## src/rtl/core/gmbr_ram.sv

```systemverilog
module gmbr_ram #(
   parameter int WIDTH = 8,
   parameter int DEPTH = 16
) (
   input  logic                     clock,
   input  logic                     wr_en,
   input  logic [$clog2(DEPTH)-1:0] wr_addr,
   input  logic [WIDTH-1:0]         wr_data,
   input  logic                     rd_en,
   input  logic [$clog2(DEPTH)-1:0] rd_addr,
   output logic [WIDTH-1:0]         rd_data
);

   logic [WIDTH-1:0] mem [DEPTH];
   logic [WIDTH-1:0] rd_data_ff;

   always_ff @(posedge clock) begin
      if (wr_en) begin
         mem[wr_addr] <= wr_data;
      end
      if (rd_en) begin
         rd_data_ff <= mem[rd_addr];
      end
   end

   assign rd_data = rd_data_ff;

endmodule

```

## config.mk

```make
export PLATFORM = sky130hd
export DESIGN_NAME = gmbr_ram
export DESIGN_NICKNAME = d
export VERILOG_FILES = /design/src/rtl/core/gmbr_ram.sv
export SDC_FILE = /design/constraint.sdc
export NUM_CORES = 1
export LEC_CHECK = 0
export BUFFER_PORTS_ARGS = -buffer_cell sky130_fd_sc_hd__buf_2
export CAP_MARGIN = 10
export CORE_UTILIZATION = 40
export DETAILED_ROUTE_END_ITERATION = 12
export PLACE_DENSITY_LB_ADDON = 0.05
export SYNTH_ARGS = -nofsm -noshare
export SYNTH_HDL_FRONTEND = slang
export SYNTH_SLANG_ARGS = --single-unit
```

## constraint.sdc

```tcl
create_clock -name clock -period 2.4 [get_ports clock]
set_clock_uncertainty 0.2 [all_clocks]
set_input_delay 0.12 -clock clock [delete_from_list [all_inputs] [get_ports clock]]
set_output_delay 0.12 -clock clock [all_outputs]
set_load 0.02 [all_outputs]
```

==> impl_metrics.yaml, run 1 <==
outcome:
  status: "finished clean"
cts:
  clock-sinks: 136
  cts_tree: "built"
  clockBufferDepth: 2
  cts_buffers: 17
  clock_latency_ps: 420
  post_cts_buffers: 0
  path_clk_slew_ps: 60
  htreeDepth: 4
  cts_root_buf: "clkbuf_16"
timing:
  setup-tns-final_ps: 0
  grt_setup_unrepaired: "no"
  hold_viol: 0
  fmax_mhz: 562.3
  worst_slew_pin_slew_ps: 481.5
  slew_violations: 0
  setup-violations-final: 0
  slew_headroom: 0.6790
  post-route-min-period_ps: 1779
  timing.final.crit_share: 0.7411
setup_path:
  required_ps: 2340
  cp-end-kind: "flip-flop"
  cp_max_fo: 1
  worst-setup-path-type: "reg -> reg"
  startpoint_type: "flip-flop"
  arrival_ps: 1720
cells_and_area:
  nNetsFinal: 315
  n_antenna_cell: 0
  area_delta_synth_final_pct: 21.35
  post-route-util: 0.5006
  layout-drive-gt1-share: 0.3052
synthesis:
  synth.distinct_cells: 18
  synth_xor_area_frac: 0
  synthAdderAreaFrac: 0
  netlist_instances: 229
  avgSynthCellArea_um2: 22.83
  synthSimpleGateAreaFrac: 0.03135
  synth_compound_area_frac: 0.02298
  synthesis.nets: 248
  yosysTopAreaCell: "edfxtp_1"
  synth_top_cell_area_share: 0.7812
  ys_seq_area_frac: 0.7812
  synth_top_family_by_area: "multiplexers"
  netlist_top_cells_area: "edfxtp_1 78%, mux4_2 7.8%, mux4_1 7.0%, a22oi_1 2.3%, nor2_1 0.93%"
  syn_area_um2: 5228
  muxShareOfSynthArea: 0.1479
  ys_seq_elements: 136
  yosysWarnings: 0
floorplanning:
  ios: 27
  fp-row-count: 41
  die_h_um: 116.3
  coreArea_um2: 12670
  die_area_um2: 13530
  die_x_um: 116.3
  initial_core_util: 0.4126
place:
  portBuffers: 26
  gp_congestion: 0.7155
  dp_hpwl_um: 6946
drt:
  ant_nets: 0
  avgViaCountPerCell: 5.300
  wl_um: 11100
  num_vias: 2544
  remaining_drc_errors: 0
  drt_pass1_iterations: 4
  drt_iter0_markers: 191
  drt-wirelength-per-cell_um: 23.13
power:
  p_sw_frac: 0.1962
  pwr-share-clk: 0.458
  seq_power_share: 0.491
  power.leakage_nw: 2.151
  power_frac_comb: 0.051
  p_int_mw: 4.409
  ir_worst_vdd_v: 0.0006606
  power.total_mw: 5.485
  powerDensity_nw_per_um2: 864.6
  switchingPower_mw: 1.076
global_route:
  first_global_vias: 2640
  antenna_found_initial: 0
  grt_pass1_wl_um: 16650
  grt_most_used_layer: "met2"
  use_met2: 0.2848
  use_met3: 0.06072
  grtUsageTotal: 0.1877
  grt_max_degree: 18
  grt_overflow_total: 0
  grtUsageMet1: 0.2554
hold_path:
  holdCritPathClass: "in -> reg"
run:
  maxCapViolCount: 0
-- synthesized netlist by cell type (all sizes together) --
library cell	n
edfxtp	136
mux4	32
a22oi	16
nor2	13
nand2	9
buf	7
nor3	4
clkdlybuf4s25	3
nand2b	2
nand3b	2
and2	1
and2b	1
nand3	1
nor2b	1
or3b	1
-- timing repair --
| action | in CTS | in global routing |
|---|---|---|
| gates resized for setup | 0 | 0 |
| hold endpoints to repair | 136 | 0 |
| setup endpoints to repair | 0 | 0 |
| hold buffers | 9 | 0 |
-- cells in the final DEF, fill, tap and decap left out --
cell type        n
and2_1           1
nor2_1          13
clkinvlp_4       2
dlygate4sd3_1    9
mux4_2          18
clkinv_1         1
nand3_1          1
clkbuf_1         4
clkinv_2         4
nor2b_1          1
nand2b_1         2
edfxtp_1       136
a22oi_1         16
buf_4           21
nand2_1          9
or3b_2           1
and2b_1          1
nor3_1           4
buf_12           2
clkbuf_16       17
nand3b_1         2
bufinv_16        3
mux4_1          14
buf_2           26
-- power by group through the flow --
stage | sequential (mW) | clock [mW] | combinational (mW)
after global routing | 2.70 | 2.67 | 0.303
after CTS | 2.69 | 2.56 | 0.286
after detailed placement | 2.74 | 0 | 0.274
after global placement | 2.74 | 0 | 0.273
final | 2.69 | 2.51 | 0.278
after floorplan | 2.75 | 0 | 0.135
-- worst max-delay path, cell delays in order, from the launching register on --
cell and delay (ps):
edfxtp_1 370, mux4_2 500, a22oi_1 270, nand2_1 160
-- registers in the layout, indices dropped and copies added, names as in the netlist --
| signal | flops |
|---|---|
| rd_data | 8 |
| mem | 128 |
-- metal layers --
metal	vias up	routed length [um]
met5	-	0
met4	0	149
met3	13	515
met2	69	5269
met1	1344	5165
li1	1118	-
-- cell type report --
class                   count  area [um2]
well taps                 172       215.2
fillers                  1053        6327
repair buffers             58       417.9
clock inverters            10       128.9
multi-input cells          83        1057
flip-flops and latches    136        4084
clock buffers              21       440.4
-- cells by family (layout without fill, tap and decap cells) --
group,Yosys count,in the layout
buffers and inverters,10,89
AND/OR/NAND/NOR,35,35
multiplexers,32,32
flip-flops,136,136
AO/OA/AOI/OAI,16,16
-- through the flow --
stage | hold WS (ps) | cell area [um2] | instances | setup WS [ps]
6_report | 39.90 | 6344 | 480 | 621.5
5_1_grt | 45.51 | 6344 | 480 | 523.6
4_1_cts | 25.40 | 6344 | 480 | 565.6
3_5_place_dp | 323.3 | 5684 | 440 | 343.9
3_3_place_gp | 322.2 | 5684 | 440 | 352.5
2_1_floorplan | 18.87 | 5228 | 229 | 587.1
-- final timing paths --
| check | from | end | slack (ps) | depth (start not counted) |
|---|---|---|---|---|
| worst min-delay path | wr_en | mem[11][7]$_DFFE_PP_ | 40 | 3 |
| worst max-delay path | mem[11][6]$_DFFE_PP_ | rd_data[6]$_DFFE_PP_ | 620 | 3 |
| worst min register to register | mem[8][2]$_DFFE_PP_ | rd_data[2]$_DFFE_PP_ | 540 | 3 |
| worst max register to register | mem[11][6]$_DFFE_PP_ | rd_data[6]$_DFFE_PP_ | 620 | 3 |
Power figures use the tool's default switching activity.
==> run 2: changes to the inputs <==
--- a/config.mk
+++ b/config.mk
@@ -5,6 +5,7 @@
 export SDC_FILE = /design/constraint.sdc
 export NUM_CORES = 1
 export LEC_CHECK = 0
+export ABC_AREA = 1
 export BUFFER_PORTS_ARGS = -buffer_cell sky130_fd_sc_hd__buf_2
 export CAP_MARGIN = 10
 export CORE_UTILIZATION = 40
==> constraint.sdc (replaced) <==
create_clock -name clock -period 1.59 [get_ports clock]
set_clock_uncertainty 0.2 [all_clocks]
set_input_delay 0.0795 -clock clock [delete_from_list [all_inputs] [get_ports clock]]
set_output_delay 0.0795 -clock clock [all_outputs]
set_load 0.02 [all_outputs]
==> run 2 against run 1 <==
Against the previous run:
- register-to-register slack lost 390 ps
- first-iteration DRC count grew 60%
- worst setup slack got worse by 530 ps
- sequential share of layout area is 6.7 points lower
- highest routed layer unchanged
- non-clock buffer count is 8 higher
- largest cell class unchanged
==> impl_metrics.yaml, run 2 <==
synthesis:
  synth_top_family_by_area: "simple AND/OR/NAND/NOR gates"
  synth_xor_area_frac: 0
  avgSynthCellArea_um2: 10.61
  synth_top_cell_area_share: 0.6985
  synthesis.nets: 570
  yosysWarnings: 0
  synth.distinct_cells: 11
  synthFlopType: "edfxtp_1"
  synthAdderAreaFrac: 0
  synthSimpleGateAreaFrac: 0.2076
  yosysMostFrequentCell: "nand2_1"
  ys_seq_elements: 136
  muxShareOfSynthArea: 0
  ys_seq_area_frac: 0.6985
  netlist_top_cells_area: "edfxtp_1 70%, nand2_1 11%, nand3_1 8.3%, inv_1 6.4%, buf_6 1.2%"
  yosysTopAreaCell: "edfxtp_1"
  synth_compound_area_frac: 0
  syn_area_um2: 5847
  netlist_instances: 551
  synth_edf_count: 136
  synthArstFlopShare: 0
  yosys-top-cells-count: "173 x nand2_1, 136 x edfxtp_1, 100 x inv_1"
setup_path:
  required_ps: 1520
  worst-r2r-setup-slack_ps: 230
  path_buf_inv: 4
  worst-setup-path-type: "in -> reg"
  cp-end-kind: "flip-flop"
  startpoint_type: "input port"
  cpMaxStageDelayCell: "dlygate4sd3_1"
  r2r_cells: 6
  cpPeakStageDelay_ps: 530
  cp_top_family: "buffers and inverters"
  arrival_ps: 1430
  r2r-start: "mem[7][3]$_DFFE_PP_"
  cp_max_fo: 5
  crit_chain: "dlygate4sd3_1 -> buf_2 -> inv_1 -> nand2_1 -> nor2_1 -> buf_4"
  r2r-end: "rd_data[3]$_DFFE_PP_"
global_route:
  antenna_found_initial: 0
  first_global_vias: 3663
  grtUsageTotal: 0.2148
  grt_pass1_wl_um: 22240
  grt_overflow_total: 0
  grt_max_degree: 40
floorplanning:
  ios: 27
  coreArea_um2: 14100
  die_h_um: 122.9
  die_area_um2: 15100
  fp-row-count: 43
  die_x_um: 122.9
  initial_core_util: 0.4148
cts:
  cts_resized: 0
  htreeDepth: 4
  cts_root_buf: "clkbuf_16"
  clockBufferDepth: 2
  cts_tree: "built"
  clock-sinks: 136
  clock_latency_ps: 420
  path_clk_slew_ps: 60
  cts_buffers: 17
timing:
  slew_headroom: 0.5698
  finalWorstSetupSlack_ps: 89.48
  grt_setup_unrepaired: "no"
  fmax_mhz: 666.4
  post-route-min-period_ps: 1501
  setup-tns-final_ps: 0
  hold_viol: 0
  worst_slew_pin_slew_ps: 644.3
  setup-violations-final: 0
  slew_violations: 0
  timing.final.crit_share: 0.9437
drt:
  drt_iter0_markers: 306
  num_vias: 3782
  avgViaCountPerCell: 4.698
  drt-wirelength-per-cell_um: 18.13
  wl_um: 14590
  ant_nets: 0
  drt_pass1_iterations: 4
  remaining_drc_errors: 0
place:
  portBuffers: 26
  place_ws_ps: 36.75
  dp_hpwl_um: 9327
  gp_congestion: 0.7704
cells_and_area:
  n_antenna_cell: 0
  layout-drive-gt1-share: 0.1344
  largest_register: "mem"
  nNetsFinal: 631
  final_cell_mix: "173 x nand2_1, 136 x edfxtp_1, 100 x inv_1"
  multi_input_area_um2: 1214
  area_delta_synth_final_pct: 21.08
  final_common_cell: "nand2_1"
  largest_reg_flops: 128
  register_area_um2: 4084
  fillers: 1293
  post-route-util: 0.5022
run:
  maxCapViolCount: 0
hold_path:
  holdCritPathClass: "in -> reg"
  min_from: "wr_addr[2]"
  min_to: "mem[3][2]$_DFFE_PP_"
  hold_depth: 4
power:
  p_int_mw: 6.978
  switchingPower_mw: 1.863
  ir_worst_vdd_v: 0.0006964
  power_frac_comb: 0.064
  seq_power_share: 0.460
  powerDensity_nw_per_um2: 1249
  pwr-share-clk: 0.476
  p_sw_frac: 0.2107
  power.leakage_nw: 3.052
outcome:
  status: "finished clean"
==> run 2: cell count changes in the layout (fill, tap and decap cells not counted), moves of 5 or more <==
| cell | delta |
|---|---|
| nand2_1 | +164 |
| inv_1 | +100 |
| nand3_1 | +96 |
| mux4_2 | -18 |
| a22oi_1 | -16 |
| mux4_1 | -14 |
| dlygate4sd3_1 | +5 |
==> run 2: worst max path at each step <==
stage	startpoint	endpoint	slack [ps]	depth (start not counted)
after detailed placement	rd_addr[1]	rd_data[3]$_DFFE_PP_	40	6
after floorplan	wr_addr[2]	mem[10][0]$_DFFE_PP_	360	2
final	wr_addr[0]	mem[0][5]$_DFFE_PP_	90	6
after global routing	wr_addr[3]	mem[3][7]$_DFFE_PP_	10	6
after CTS	wr_addr[3]	mem[4][1]$_DFFE_PP_	110	5
after global placement	rd_addr[1]	rd_data[3]$_DFFE_PP_	30	6
==> run 2: power by group through the flow <==
| stage | registers [mW] | clock network, mW | logic (mW) |
|---|---|---|---|
| after floorplan | 4.15 | 0 | 0.283 |
| after global placement | 4.14 | 0 | 0.552 |
| after detailed placement | 4.14 | 0 | 0.555 |
| after CTS | 4.07 | 4.27 | 0.582 |
| after global routing | 4.07 | 4.41 | 0.635 |
| final | 4.06 | 4.21 | 0.569 |
==> run 2: per-stage QoR <==
| step | hold slack, ps | cell area, um2 | instances | power (mW) |
|---|---|---|---|---|
| floorplan | -21.63 | 5847 | 551 | 4.437 |
| global placement | 274.4 | 6306 | 759 | 4.691 |
| detailed placement | 273.7 | 6306 | 759 | 4.695 |
| CTS | 2.836 | 7079 | 805 | 8.920 |
| global route | 70.99 | 7079 | 805 | 9.119 |
| finish | 10.04 | 7079 | 805 | 8.841 |
==> run 2: routing by layer <==
metal	track usage	routed length (um)	share of wire	vias to the layer above
met5	0	0	0	-
met4	0.08537	229	0.016	0
met3	0.04566	855	0.059	16
met2	0.3251	6816	0.47	110
met1	0.3014	6692	0.46	1754
li1	-	-	-	1902
==> run 2: kinds of logic after synthesis <==
| family | after synthesis |
|---|---|
| DFF | 136 |
| and+or+nand+nor | 289 |
| buffers and inverters | 126 |
==> run 2: area by class of cell <==
class	instances	share of cell area
multi-input combinational	289	0.1714
inverter	102	0.05408
clock inverter	15	0.02934
sequential	136	0.5769
timing repair buffer	66	0.07635
clock buffer	17	0.06009
tap	180	0.03181
==> run 2: timing repair <==
action                                  CTS  global route
buffers inserted                          0             0
endpoints found under the setup margin    0             0
hold buffers                             14             0
endpoints found under the hold margin   146             0
==> run 2: worst min-delay path: stages <==
cell and delay [ps]:
buf_2 110, nor2_1 50, nand2_1 110, nor2_1 100
==> run 3: changes to the inputs <==
--- a/config.mk
+++ b/config.mk
@@ -8,7 +8,8 @@
 export ABC_AREA = 1
 export BUFFER_PORTS_ARGS = -buffer_cell sky130_fd_sc_hd__buf_2
 export CAP_MARGIN = 10
-export CORE_UTILIZATION = 40
+export CORE_UTILIZATION = 55
+export CTS_CLUSTER_DIAMETER = 150
 export DETAILED_ROUTE_END_ITERATION = 12
 export PLACE_DENSITY_LB_ADDON = 0.05
 export SYNTH_ARGS = -nofsm -noshare
==> constraint.sdc (replaced) <==
create_clock -name clock -period 1.3 [get_ports clock]
set_clock_uncertainty 0.2 [all_clocks]
set_input_delay 0.065 -clock clock [delete_from_list [all_inputs] [get_ports clock]]
set_output_delay 0.065 -clock clock [all_outputs]
set_load 0.02 [all_outputs]
==> run 3 against run 2 <==
Against the previous run:
- critical path type is now reg -> out
- clock power is 12% higher
- register-to-register slack worse by 210 ps
- the flow now finishes with violations (negative setup slack)
- cell area is 2.4% higher
- die area is 27% lower
- highest routed layer unchanged
==> impl_metrics.yaml, run 3 (synthesis gave the netlist of run 2 again) <==
cells_and_area:
  layout-drive-gt1-share: 0.1886
  n_antenna_cell: 0
  largest_reg_flops: 128
  stdcell_area_um2: 7248
  nNetsFinal: 639
  final_common_cell: "nand2_1"
  largest_register: "mem"
  area_delta_synth_final_pct: 23.97
  post-route-util: 0.7021
  final_cell_mix: "168 x nand2_1, 136 x edfxtp_1, 100 x inv_1"
cts:
  path_clk_slew_ps: 60
  cts_root_buf: "clkbuf_8"
  post_cts_buffers: 0
  cts_buffers: 17
  htreeDepth: 4
  clock-sinks: 136
  cts_tree: "built"
  clockBufferDepth: 2
  clock_latency_ps: 520
setup_path:
  r2r-start: "mem[3][4]$_DFFE_PP_"
  cp_top_family: "flip-flops"
  cpMaxStageDelayCell: "edfxtp_1"
  cp_max_fo: 1
  r2r_cells: 6
  crit_chain: "buf_6"
  required_ps: 1030
  worst-setup-path-type: "reg -> out"
  r2r-end: "rd_data[4]$_DFFE_PP_"
  cpPeakStageDelay_ps: 450
  worst-r2r-setup-slack_ps: 20
  crit_cells: 1
  path_buf_inv: 1
  cp-end-kind: "primary output"
  arrival_ps: 1130
  startpoint_type: "flip-flop"
floorplanning:
  die_x_um: 105.1
  fp-row-count: 37
  ios: 27
  die_area_um2: 11050
  coreArea_um2: 10320
  die_h_um: 105.1
  initial_core_util: 0.5664
run:
  maxCapViolCount: 0
place:
  place_ws_ps: -189.8
  dpl_cell_area_um2: 6264
  dp_hpwl_um: 8149
  gp_congestion: 0.8187
  portBuffers: 26
drt:
  drt_pass1_iterations: 5
  wl_um: 13020
  avgViaCountPerCell: 5.159
  drt_iter0_markers: 290
  num_vias: 3957
  remaining_drc_errors: 0
  drt-wirelength-per-cell_um: 16.97
  ant_nets: 0
timing:
  setup-violations-final: 7
  hold_viol: 0
  timing.final.crit_share: 1.073
  post-route-min-period_ps: 1395
  grt_setup_unrepaired: "yes"
  slew_violations: 0
  slew_headroom: 0.7347
  fmax_mhz: 716.7
  worst_slew_pin_slew_ps: 397.6
  setup-tns-final_ps: -368.3
  finalWorstSetupSlack_ps: -95.27
power:
  powerDensity_nw_per_um2: 1443
  p_sw_frac: 0.2082
  power.leakage_nw: 3.133
  power.total_mw: 10.46
  pwr-share-clk: 0.452
  ir_worst_vdd_v: 0.001025
  p_int_mw: 8.281
  switchingPower_mw: 2.177
  power_frac_comb: 0.072
  seq_power_share: 0.476
global_route:
  grt_overflow_total: 0
  grtUsageTotal: 0.2556
  antenna_found_initial: 0
  grt_max_degree: 33
  grt_most_used_layer: "met2"
  first_global_vias: 3728
  use_met3: 0.05677
  use_met2: 0.3874
  grtUsageMet1: 0.3665
  grt_pass1_wl_um: 20250
outcome:
  status: "finished, violations left"
  violations: "negative setup slack"
hold_path:
  min_from: "rd_addr[2]"
  holdCritPathClass: "in -> reg"
  min_to: "rd_data[7]$_DFFE_PP_"
  hold_depth: 6
run 3: cell types whose count changed in the layout (fill, tap and decap cells not counted), moves of 5 or more:
cell | before | now
nand3_1 | 97 | 70
nand3_2 | 0 | 26
buf_6 | 0 | 15
buf_2 | 26 | 19
nand2_1 | 173 | 168
nand2_2 | 0 | 5
run 3: metrics by stage:
step | hold WS [ps] | instances
after floorplan | -36.13 | 551
after global placement | 239.7 | 720
after detailed placement | 238.0 | 720
final | 31.56 | 767
after CTS | 5.659 | 767
after global routing | 30.91 | 767
run 3: routing by layer:
layer	up-vias	wire length, um
met4	0	183
met5	-	0
met3	17	821
met2	153	6176
li1	1927	-
met1	1860	5835
run 3: power by group through the flow:
| stage | logic, mW | clock network [mW] | registers [mW] |
|---|---|---|---|
| finish | 0.751 | 4.73 | 4.98 |
| global route | 0.816 | 4.99 | 4.98 |
| CTS | 0.696 | 4.80 | 4.97 |
| detailed placement | 0.638 | 0 | 5.06 |
| global placement | 0.629 | 0 | 5.06 |
| floorplan | 0.346 | 0 | 5.08 |
run 3: final cells by class:
| cell class | instances | area, um2 |
|---|---|---|
| inverters | 102 | 382.9 |
| clock buffers | 19 | 421.7 |
| clock inverters | 11 | 156.4 |
| well taps | 136 | 170.2 |
| fillers | 758 | 3075 |
| flip-flops and latches | 136 | 4084 |
| multi-input cells | 289 | 1376 |
| repair buffers | 74 | 656.9 |
run 3: worst max-delay path by stage:
stage,slack (ps),endpoint,from
after floorplan,80,mem[4][0]$_DFFE_PP_,wr_addr[3]
after global routing,-140,rd_data[0],rd_data[0]$_DFFE_PP_
final,-100,rd_data[0],rd_data[0]$_DFFE_PP_
after global placement,-140,rd_data[4]$_DFFE_PP_,rd_addr[0]
after detailed placement,-190,rd_data[2]$_DFFE_PP_,rd_addr[0]
after CTS,-130,rd_data[0],rd_data[0]$_DFFE_PP_
run 3: worst reg2reg max path: stages, from the launching register on:
cell and delay, ps:
edfxtp_1 390, nand2_1 80, nand2_1 60, nand2_2 60, nand3_2 70, nand3_1 80
nand2_1 80
run 3: what timing repair did:
item / 4_1_cts / 5_1_grt
endpoints found under the hold margin: 248 / 1
pin swaps: 0 / 30
setup endpoints to repair: 10 / 33
gates resized for setup: 11 / 47
hold buffers: 17 / 1
